<file path="src/rtl/cpts_ram.sv">
`timescale 1ns / 1ps
module cpts_ram #(
    parameter int WIDTH = 8,
    parameter int DEPTH = 16
) (
    input  logic                     clk,
    input  logic                     we,
    input  logic [$clog2(DEPTH)-1:0] waddr,
    input  logic [WIDTH-1:0]         wdata,
    input  logic [$clog2(DEPTH)-1:0] raddr,
    output logic [WIDTH-1:0]         rdata
);
    logic [WIDTH-1:0] mem [DEPTH];

    always_ff @(posedge clk)
    begin
        if (we)
            mem[waddr] <= wdata;
        rdata <= mem[raddr];
    end
endmodule

</file>
<file path="config.mk">
export PLATFORM = sky130hd
export DESIGN_NAME = cpts_ram
export DESIGN_NICKNAME = d
export VERILOG_FILES = /design/src/rtl/cpts_ram.sv
export SDC_FILE = /design/constraint.sdc
export NUM_CORES = 1
export LEC_CHECK = 0
export ABC_AREA = 1
export BUFFER_PORTS_ARGS = -buffer_cell sky130_fd_sc_hd__buf_2
export CAP_MARGIN = 20
export CORE_MARGIN = 5
export CORE_UTILIZATION = 35
export DETAILED_ROUTE_END_ITERATION = 10
export GPL_ROUTABILITY_DRIVEN = 1
export GPL_TIMING_DRIVEN = 0
export REMOVE_ABC_BUFFERS = 1
export SYNTH_ARGS = -nofsm -noshare
export SYNTH_HDL_FRONTEND = slang
export SYNTH_SLANG_ARGS = --single-unit
</file>
<file path="constraint.sdc">
create_clock -name clk -period 1.3 [get_ports clk]
set_input_delay 0.065 -clock clk [delete_from_list [all_inputs] [get_ports clk]]
set_output_delay 0.065 -clock clk [all_outputs]
set_load 0.01 [all_outputs]
</file>
==> run summary, run 1 <==
Status = finished, final reports clean
Layout Skew = 0.006181 ns
Final hold vios = 0
Grt ovf = 0
PD cells = 1473 nW/um2
Layout area overhead = 13.69%
Setup total negative slack = 0 ns
Design Power = 9.656 mW
Largest net degree at the start of global routing = 65
Max Slew Vio Count = 0
CP cell instances = buf_2, nand3b_1, nor2_1
Fin crit share = 87.84%
Main area contributors after synthesis = edfxtp_1, nand2_1, nand3_1, inv_1, dfxtp_1
Fmax = 0.8757 GHz
Worst-Skew Late Latency = 0.42 ns
Required @ worst endpoint = 1.33 ns
Final hold slack = 0.02983 ns
Routed len/inst = 15.44 um
Worst min path class = in2reg
Final Net Count = 592
Vias in the first global route = 3569
Clk root buf = clkbuf_16
Filler cell count = 1591
Final setup fails = 0
Initial DRC count = 360
Cell area after synthesis = 5767 um2
Leakage = 2.783 nW
Port Buffers = 25
Post-Layout Inst Area = 6556 um2
Placer Congestion = 0.7267
CP Capture Type = register
Ant diodes = 0
Initial antenna violation count = 1
Non-Filler Instances = 805
Setup slack after layout = 0.1581 ns
Pre-CTS setup slack = -0.7480 ns
Slew headroom = 31.98%
Layout cells sized above 1 = 8.547%
Hpwl dp = 7279 um
Sequential fraction of the synthesis area = 69.43%
Crit path kind = in2reg
Setup Fix Bufs, Post-CTS = 0
Clock transition at path regs = 0.05 ns
Yosys top cell area share = 66.65%
Slowest cell on crit path = nor2_1
Post-synth top area cell = edfxtp_1
CTS tree = yes
Drt first pass iters = 7
Post-synth cell types = 12
Register bit total from synthesis = 136
Max IR drop VDD = 0.001052 V
Startpoint types = input port
IO Pins = 26
Starting Density = 35.27%
Fin crit period = 1.142 ns
Most common cell after layout, fill and taps aside = nand2_1
Max-cap violations = 0
CTS buffer count = 17
H-tree Lvls = 4
Worst-path maximum fanout = 8
GR Util All Layers = 13.66%
Synth Warn # = 0
First-pass GRT wire length = 19730 um
Routed Antenna Nets = 0
# DRC = 0
Rows = 47
Unrepaired setup endpoints after global routing = no
Die height = 138.4 um
Data arrival, critical path = 1.17 ns
Avg Inst Size Synth = 10.47 um2
Chip Width = 138.4 um
Placed instance area = 6021 um2
Most frequent cells in the layout = nand2_1, edfxtp_1, inv_1
Largest stage delay, worst path = 0.77 ns
Least-Margin Pin Slew = 1.017 ns
Core area = 16350 um2
Vias/cell = 4.548
Via count = 3661
Fin util = 40.10%
Die area = 19140 um2
Total wire length = 12430 um
Post-Place Cells = 773
Post-synthesis cell count = 551
Clock sink total = 136
CTS max path bufs = 2
## cells by family after synthesis
logic type             share of synthesized area [%]
buffers and inverters                          9.525
AND/OR/NAND/NOR                                21.05
flip-flops                                     69.43
## report_power, final
part	leakage, nW	internal (mW)	switching, mW
combinational	1.31	0.161	0.402
clock	0.245	2.56	1.60
sequential	1.22	4.91	0.0237
total	2.78	7.63	2.02
## sequential cells by signal (all words and copies together), names as in the netlist
| signal | flops |
|---|---|
| rdata | 8 |
| mem | 128 |
## cell usage after synthesis, drive strengths merged
master,n
edfxtp,128
nand3b,2
nand3,97
buf,24
nand2,173
nor2,17
dfxtp,8
inv,102
## critical path: cells and delay by family
| kind | cells | cell delay [ns] |
|---|---|---|
| buffers and inverters | 1 | 0.12 |
| AND/OR/NAND/NOR | 2 | 0.98 |
## layer usage
| metal | wire length [um] | vias up | share of wire, % | track usage [%] |
|---|---|---|---|---|
| met3 | 629 | 17 | 5.1 | 3.729 |
| met2 | 5864 | 106 | 47 | 21.30 |
| li1 | - | 1822 | - | - |
| met1 | 5708 | 1714 | 46 | 18.11 |
| met5 | 11 | - | 0.089 | 0 |
| met4 | 212 | 2 | 1.7 | 5.668 |
## final cells by class
class                      count  area [um2]  share of cell area, %
clock buffer                  23       447.9                  6.832
multi-input combinational    289        1214                  18.51
timing repair buffer          28       172.7                  2.634
inverter                     102       387.9                  5.916
clock inverter                 7       55.05                 0.8397
tap                          220       275.3                  4.198
sequential                   136        4004                  61.07
## worst paths after layout
path | cells past startpoint | slack (ns) | end | from
max | 3 | 0.16 | mem[7][5] | waddr[3]
min | 1 | 0.03 | mem[13][7] | wdata[7]
max reg2reg | 6 | 0.26 | rdata[6] | mem[9][6]
min reg2reg | 6 | 0.68 | rdata[5] | mem[12][5]
## what timing repair did
| action | CTS | global route |
|---|---|---|
| endpoints found under the hold margin | 0 | 0 |
| endpoints found under the setup margin | 8 | 1 |
| gates resized for setup | 3 | 1 |
| hold buffers | 0 | 0 |
Power figures use the tool's default switching activity.
==> run 2, diff against run 1 <==
--- a/config.mk
+++ b/config.mk
@@ -6,11 +6,11 @@
 export NUM_CORES = 1
 export LEC_CHECK = 0
 export ABC_AREA = 1
-export BUFFER_PORTS_ARGS = -buffer_cell sky130_fd_sc_hd__buf_2
 export CAP_MARGIN = 20
 export CORE_MARGIN = 5
 export CORE_UTILIZATION = 35
 export DETAILED_ROUTE_END_ITERATION = 10
+export DONT_BUFFER_PORTS = 1
 export GPL_ROUTABILITY_DRIVEN = 1
 export GPL_TIMING_DRIVEN = 0
 export REMOVE_ABC_BUFFERS = 1
==> run 2 against run 1 <==
Compared with the run above:
- final cell count decreased by 1.4%
- critical endpoint is now rdata[6]
- sequential power is essentially flat
- worst setup slack worse by 0.067 ns
- register-to-register slack better by 0.02 ns
- design area grew 1.5%
==> run summary, run 2 (synthesis gave the netlist of run 1 again) <==
Setup slack after layout = 0.09155 ns (-0.06656 ns)
Most frequent cells in the layout = nand2_1, edfxtp_1, inv_1
Reg2reg end = rdata[6]
H-tree Lvls = 4 (unchanged)
Largest net degree at the start of global routing = 65 (unchanged)
Top delay family on crit path = buffers and inverters
GR Util All Layers = 14.09% (+0.43 points)
Grt ovf = 0 (unchanged)
Data arrival, critical path = 1.50 ns (+0.33 ns)
Post-Layout Inst Area = 6651 um2 (+1.5%)
CTS buffer count = 17 (unchanged)
Setup slack, reg-to-reg = 0.28 ns (+0.02 ns)
Least-Margin Pin Slew = 1.040 ns (+0.02378 ns)
Chip Width = 138.4 um (unchanged)
Top routing layer used = met4
Routed len/inst = 16.15 um (+4.6%)
Port Buffers = 0 (-100%)
Clock sink total = 136 (unchanged)
Worst-Skew Late Latency = 0.42 ns (about the same)
Setup total negative slack = 0 ns (unchanged)
Core area = 16350 um2 (unchanged)
Final setup fails = 0 (unchanged)
Non-Filler Instances = 794 (-1.4%)
Worst min path class = in2reg
Multi-input logic area = 1214 um2 (unchanged)
# DRC = 0 (unchanged)
Routed Antenna Nets = 0 (unchanged)
Clock transition at path regs = 0.06 ns (about the same)
Fin crit period = 1.208 ns (+0.06656 ns)
Rows = 47 (unchanged)
PD cells = 1563 nW/um2 (+6.1%)
Final hold vios = 0 (unchanged)
Via count = 3712 (+1.4%)
Hpwl dp = 7235 um (-0.61%)
Buf/Inv on CP = 2 (+1)
Worst reg2reg path depth = 6 (unchanged)
Vias/cell = 4.675 (+2.8%)
Design Power = 10.39 mW (+7.6%)
First-pass GRT wire length = 20380 um (+3.3%)
CP Launch Point = raddr[3]
Placed instance area = 5876 um2 (-2.4%)
Reg2reg start = mem[12][6]
Fmax = 0.8275 GHz (-5.5%)
Placer Congestion = 0.7496 (+3.2%)
Critical Path End = rdata[6]
Layout Skew = 0.005215 ns (-0.0009662 ns)
DRT met1 WL = 5948 um (+4.2%)
Final hold slack = 0.01525 ns (-0.01458 ns)
Unrepaired setup endpoints after global routing = no
Final Net Count = 578 (-2.4%)
Drt first pass iters = 5 (-2)
Pre-CTS setup slack = -0.2948 ns (+0.4531 ns)
CP Capture Type = register
Leakage = 2.792 nW (+0.30%)
Required @ worst endpoint = 1.59 ns (+0.26 ns)
Initial antenna violation count = 2 (+1)
Worst-path maximum fanout = 9 (+1)
Crit path kind = in2reg
Die area = 19140 um2 (unchanged)
Fin util = 40.69% (+0.58 points)
CP cell instances = dlygate4sd3_1, inv_1, nand3_1, nand2_1
Total wire length = 12820 um (+3.2%)
Fin crit share = 92.96% (+5.1 points)
Max Slew Vio Count = 0 (unchanged)
Slew headroom = 30.39% (-1.6 points)
Die height = 138.4 um (unchanged)
Status = finished, final reports clean
Most common cell after layout, fill and taps aside = nand2_1
Layout cells sized above 1 = 5.759% (-2.8 points)
Max FFs per register = 128 (unchanged)
Slowest cell on crit path = dlygate4sd3_1
Register Area = 4004 um2 (unchanged)
Startpoint types = input port
Post-Place Cells = 747 (-3.4%)
Crit path depth = 4 (+1)
Filler cell count = 1591 (unchanged)
Layout area overhead = 15.34%
Starting Density = 35.27% (unchanged)
Largest reg by FF count = mem
Routed wl met2 = 5815 um (-0.84%)
IO Pins = 26 (unchanged)
Clk root buf = clkbuf_16
Largest regs = mem: 128 flops, rdata: 8 flops
CTS max path bufs = 2 (unchanged)
Vias in the first global route = 3742 (+4.8%)
Max IR drop VDD = 0.001039 V (-1.2%)
Largest stage delay, worst path = 0.86 ns (+0.09 ns)
Initial DRC count = 316 (-12%)
Max-cap violations = 0 (unchanged)
CTS tree = yes
Met3 Wirelength = 798 um (+27%)
-- run 2: cell types whose count changed in the layout (fill, tap and decap cells not counted), sizes merged --
cell / change
buf: -26
dlygate4sd3: +11
clkbuf: -5
bufinv: +3
clkinv: +3
clkinvlp: +1
diode: +1
dlymetal6s4s: +1
-- run 2: worst min-delay path by stage --
stage	cells past startpoint	slack (ns)	start	to
after floorplan	0	0.16	wdata[0]	mem[0][0]
after global placement	0	0.17	wdata[7]	mem[13][7]
after detailed placement	0	0.17	wdata[0]	mem[13][0]
after CTS	5	0.005	raddr[0]	rdata[1]
after global routing	4	0.05	raddr[1]	rdata[0]
final	5	0.02	raddr[0]	rdata[4]
-- run 2: per-layer routing --
layer | vias up | track usage (%)
met5 | - | 0
met2 | 96 | 21.38
li1 | 1791 | -
met1 | 1798 | 18.60
met3 | 27 | 4.420
met4 | 0 | 6.344
-- run 2: where the power goes --
group	internal [mW]	switching [mW]	leakage [nW]
Combinational	0.152	0.341	1.27
Sequential	4.91	0.0446	1.22
Clock	3.18	1.77	0.298
-- run 2: final cells by class --
cell class / count / share of cell area (%)
Antenna cell: 1 / 0.03762
Clock buffer: 18 / 6.452
Clock inverter: 14 / 2.728
Inverter: 102 / 5.756
Multi-Input combinational cell: 289 / 18.25
Sequential cell: 136 / 60.20
Tap cell: 220 / 4.138
Timing Repair Buffer: 14 / 2.445
-- run 2: repair_timing --
action	4_1_cts	5_1_grt
buffers inserted	0	0
hold buffers	13	0
resized for setup	0	1
setup endpoints to repair	0	7
hold endpoints to repair	136	0
-- run 2: worst register-to-register path, stage by stage (launching register included) --
cell	delay, ns
edfxtp_1	0.35
inv_1	0.06
nand2_1	0.04
nand3_1	0.09
nand3_1	0.08
nand3_1	0.15
nand2_1	0.11
==> run 3, diff against run 2 <==
--- a/config.mk
+++ b/config.mk
@@ -7,7 +7,6 @@
 export LEC_CHECK = 0
 export ABC_AREA = 1
 export CAP_MARGIN = 20
-export CORE_MARGIN = 5
 export CORE_UTILIZATION = 35
 export DETAILED_ROUTE_END_ITERATION = 10
 export DONT_BUFFER_PORTS = 1
==> run 3 against run 2 <==
Compared with the run above:
- the run now ends with negative hold slack left
- worst setup slack worse by 0.081 ns
- hold slack worse by 0.039 ns
- clock-buffer cell count unchanged
- critical path depth up 1
- core utilization up 0.70 points
- clock power down 2%
- register-to-register slack about the same
- sequential power about the same
- via count down 2.0%
- sequential cell count unchanged
- critical path type unchanged
==> run summary, run 3 (synthesis gave the netlist of run 1 again) <==
PD cells = 1548 nW/um2 (-0.92%)
Routed Antenna Nets = 0 (unchanged)
Final hold vios = 4 (+4)
Status = finished with violations
CTS tree = yes
Layout cells sized above 1 = 5.944% (+0.18 points)
Max Slew Vio Count = 0 (unchanged)
Max-cap violations = 0 (unchanged)
H-tree Lvls = 4 (unchanged)
Total wire length = 12680 um (-1.1%)
CP cell instances = dlygate4sd3_1, nand2_1, nand3_1, nand3_1, nand2_1
Clock network fraction of design power = 47.1% (-0.5 points)
Int Pwr = 8.074 mW (-2.0%)
Vias in the first global route = 3508 (-6.3%)
Placer Congestion = 0.7349 (-2.0%)
Setup total negative slack = 0 ns (unchanged)
GR Util All Layers = 16.13% (+2.0 points)
Pre-CTS setup slack = -0.3049 ns (-0.01010 ns)
Most common cell after layout, fill and taps aside = nand2_1
Final hold slack = -0.02365 ns (-0.03890 ns)
Logic gate share of total power = 4.6% (about the same)
Routed len/inst = 16.07 um (-0.47%)
Failing checks = negative hold slack
Drt first pass iters = 5 (unchanged)
First-pass GRT wire length = 19380 um (-4.9%)
# DRC = 0 (unchanged)
Sw Ratio = 21.26% (+0.53 points)
Fin crit share = 99.21% (+6.2 points)
IO Pins = 26 (unchanged)
Slew headroom = 27.98% (-2.4 points)
Leakage = 2.766 nW (-0.92%)
Layout Skew = 0.006556 ns (+0.001341 ns)
Largest regs = mem: 128 flops, rdata: 8 flops
Setup Fix Bufs, Post-CTS = 0 (unchanged)
Fin util = 41.39% (+0.70 points)
Setup slack, reg-to-reg = 0.28 ns (about the same)
Chip Width = 130.4 um (-5.8%)
Final setup fails = 0 (unchanged)
Rows = 46 (-2.1%)
Startpoint types = input port
Least-Margin Pin Slew = 1.076 ns (+0.03594 ns)
Initial antenna violation count = 1 (-1)
Initial DRC count = 225 (-29%)
Grt ovf = 0 (unchanged)
NetSw = 2.180 mW (+1.2%)
Max FFs per register = 128 (unchanged)
Largest net degree at the start of global routing = 66 (+1.5%)
Required @ worst endpoint = 1.65 ns (+0.06 ns)
Starting Density = 36.04% (+0.77 points)
Layout area overhead = 14.84%
Design Power = 10.25 mW (-1.3%)
Worst min path class = in2reg
Core area = 16000 um2 (-2.1%)
CP Capture Type = register
Max IR drop VDD = 0.0008743 V (-16%)
Die height = 130.4 um (-5.8%)
CTS buffer count = 17 (unchanged)
Slowest cell on crit path = dlygate4sd3_1
Clock transition at path regs = 0.06 ns (about the same)
Seq pwr share = 48.3% (+0.7 points)
Fin crit period = 1.290 ns (+0.08124 ns)
Largest stage delay, worst path = 1.08 ns (+0.22 ns)
Hpwl dp = 7012 um (-3.1%)
Vias/cell = 4.608 (-1.4%)
CTS max path bufs = 2 (unchanged)
Fmax = 0.7754 GHz (-6.3%)
Worst-path maximum fanout = 20 (+11)
Clk root buf = clkbuf_16
Data arrival, critical path = 1.64 ns (+0.14 ns)
Clock sink total = 136 (unchanged)
Port Buffers = 0 (unchanged)
Via count = 3636 (-2.0%)
Die area = 16990 um2 (-11%)
Crit path kind = in2reg
Worst-Skew Late Latency = 0.41 ns (about the same)
Most frequent cells in the layout = nand2_1, edfxtp_1, inv_1
Largest reg by FF count = mem
Filler cell count = 1536 (-3.5%)
Final Net Count = 577 (-0.17%)
Setup slack after layout = 0.01031 ns (-0.08124 ns)
## run 3: power groups by stage
stage | combinational, mW | sequential, mW | clock (mW)
after CTS | 0.459 | 4.95 | 4.90
after floorplan | 0.265 | 5.03 | 0
final | 0.474 | 4.95 | 4.83
after detailed placement | 0.361 | 5.04 | 0
after global placement | 0.356 | 5.04 | 0
after global routing | 0.536 | 4.96 | 5.09
## run 3: area by class of cell
class / instances / area (um2) / area share, %
flip-flops and latches: 136 / 4004 / 60.46
well taps: 216 / 270.3 / 4.081
diodes: 1 / 2.502 / 0.03779
repair buffers: 13 / 142.6 / 2.154
clock inverters: 14 / 177.7 / 2.683
multi-input cells: 289 / 1214 / 18.33
clock buffers: 18 / 429.2 / 6.480
inverters: 102 / 382.9 / 5.781
## run 3: per-stage QoR
step	cell area (um2)	cells
4_1_cts	6578	785
2_1_floorplan	5600	527
3_3_place_gp	5871	743
6_report	6623	789
3_5_place_dp	5871	743
5_1_grt	6620	788
## run 3: path summary, 6_finish.rpt
kind                                  from        to  depth (start not counted)
worst min register to register  mem[12][2]  rdata[2]                          6
worst max-delay path              raddr[1]  rdata[0]                          5
worst min-delay path              raddr[1]  rdata[6]                          4
worst max register to register  mem[12][7]  rdata[7]                          6
## run 3: what timing repair did
item,4_1_cts,5_1_grt
resized for setup,0,1
hold endpoints to repair,136,8
endpoints found under the setup margin,0,3
hold buffers,10,2
## run 3: worst max-delay path: cells and delay by family
kind                   cells  cell delay (ns)
buffers and inverters      1             1.08
AND/OR/NAND/NOR            4             0.48
## run 3: layer usage
layer	GRT usage, %	share of wire (%)
met2	26.16	49
met3	4.551	5.5
met1	20.23	44
met4	6.897	1.8
met5	0	0
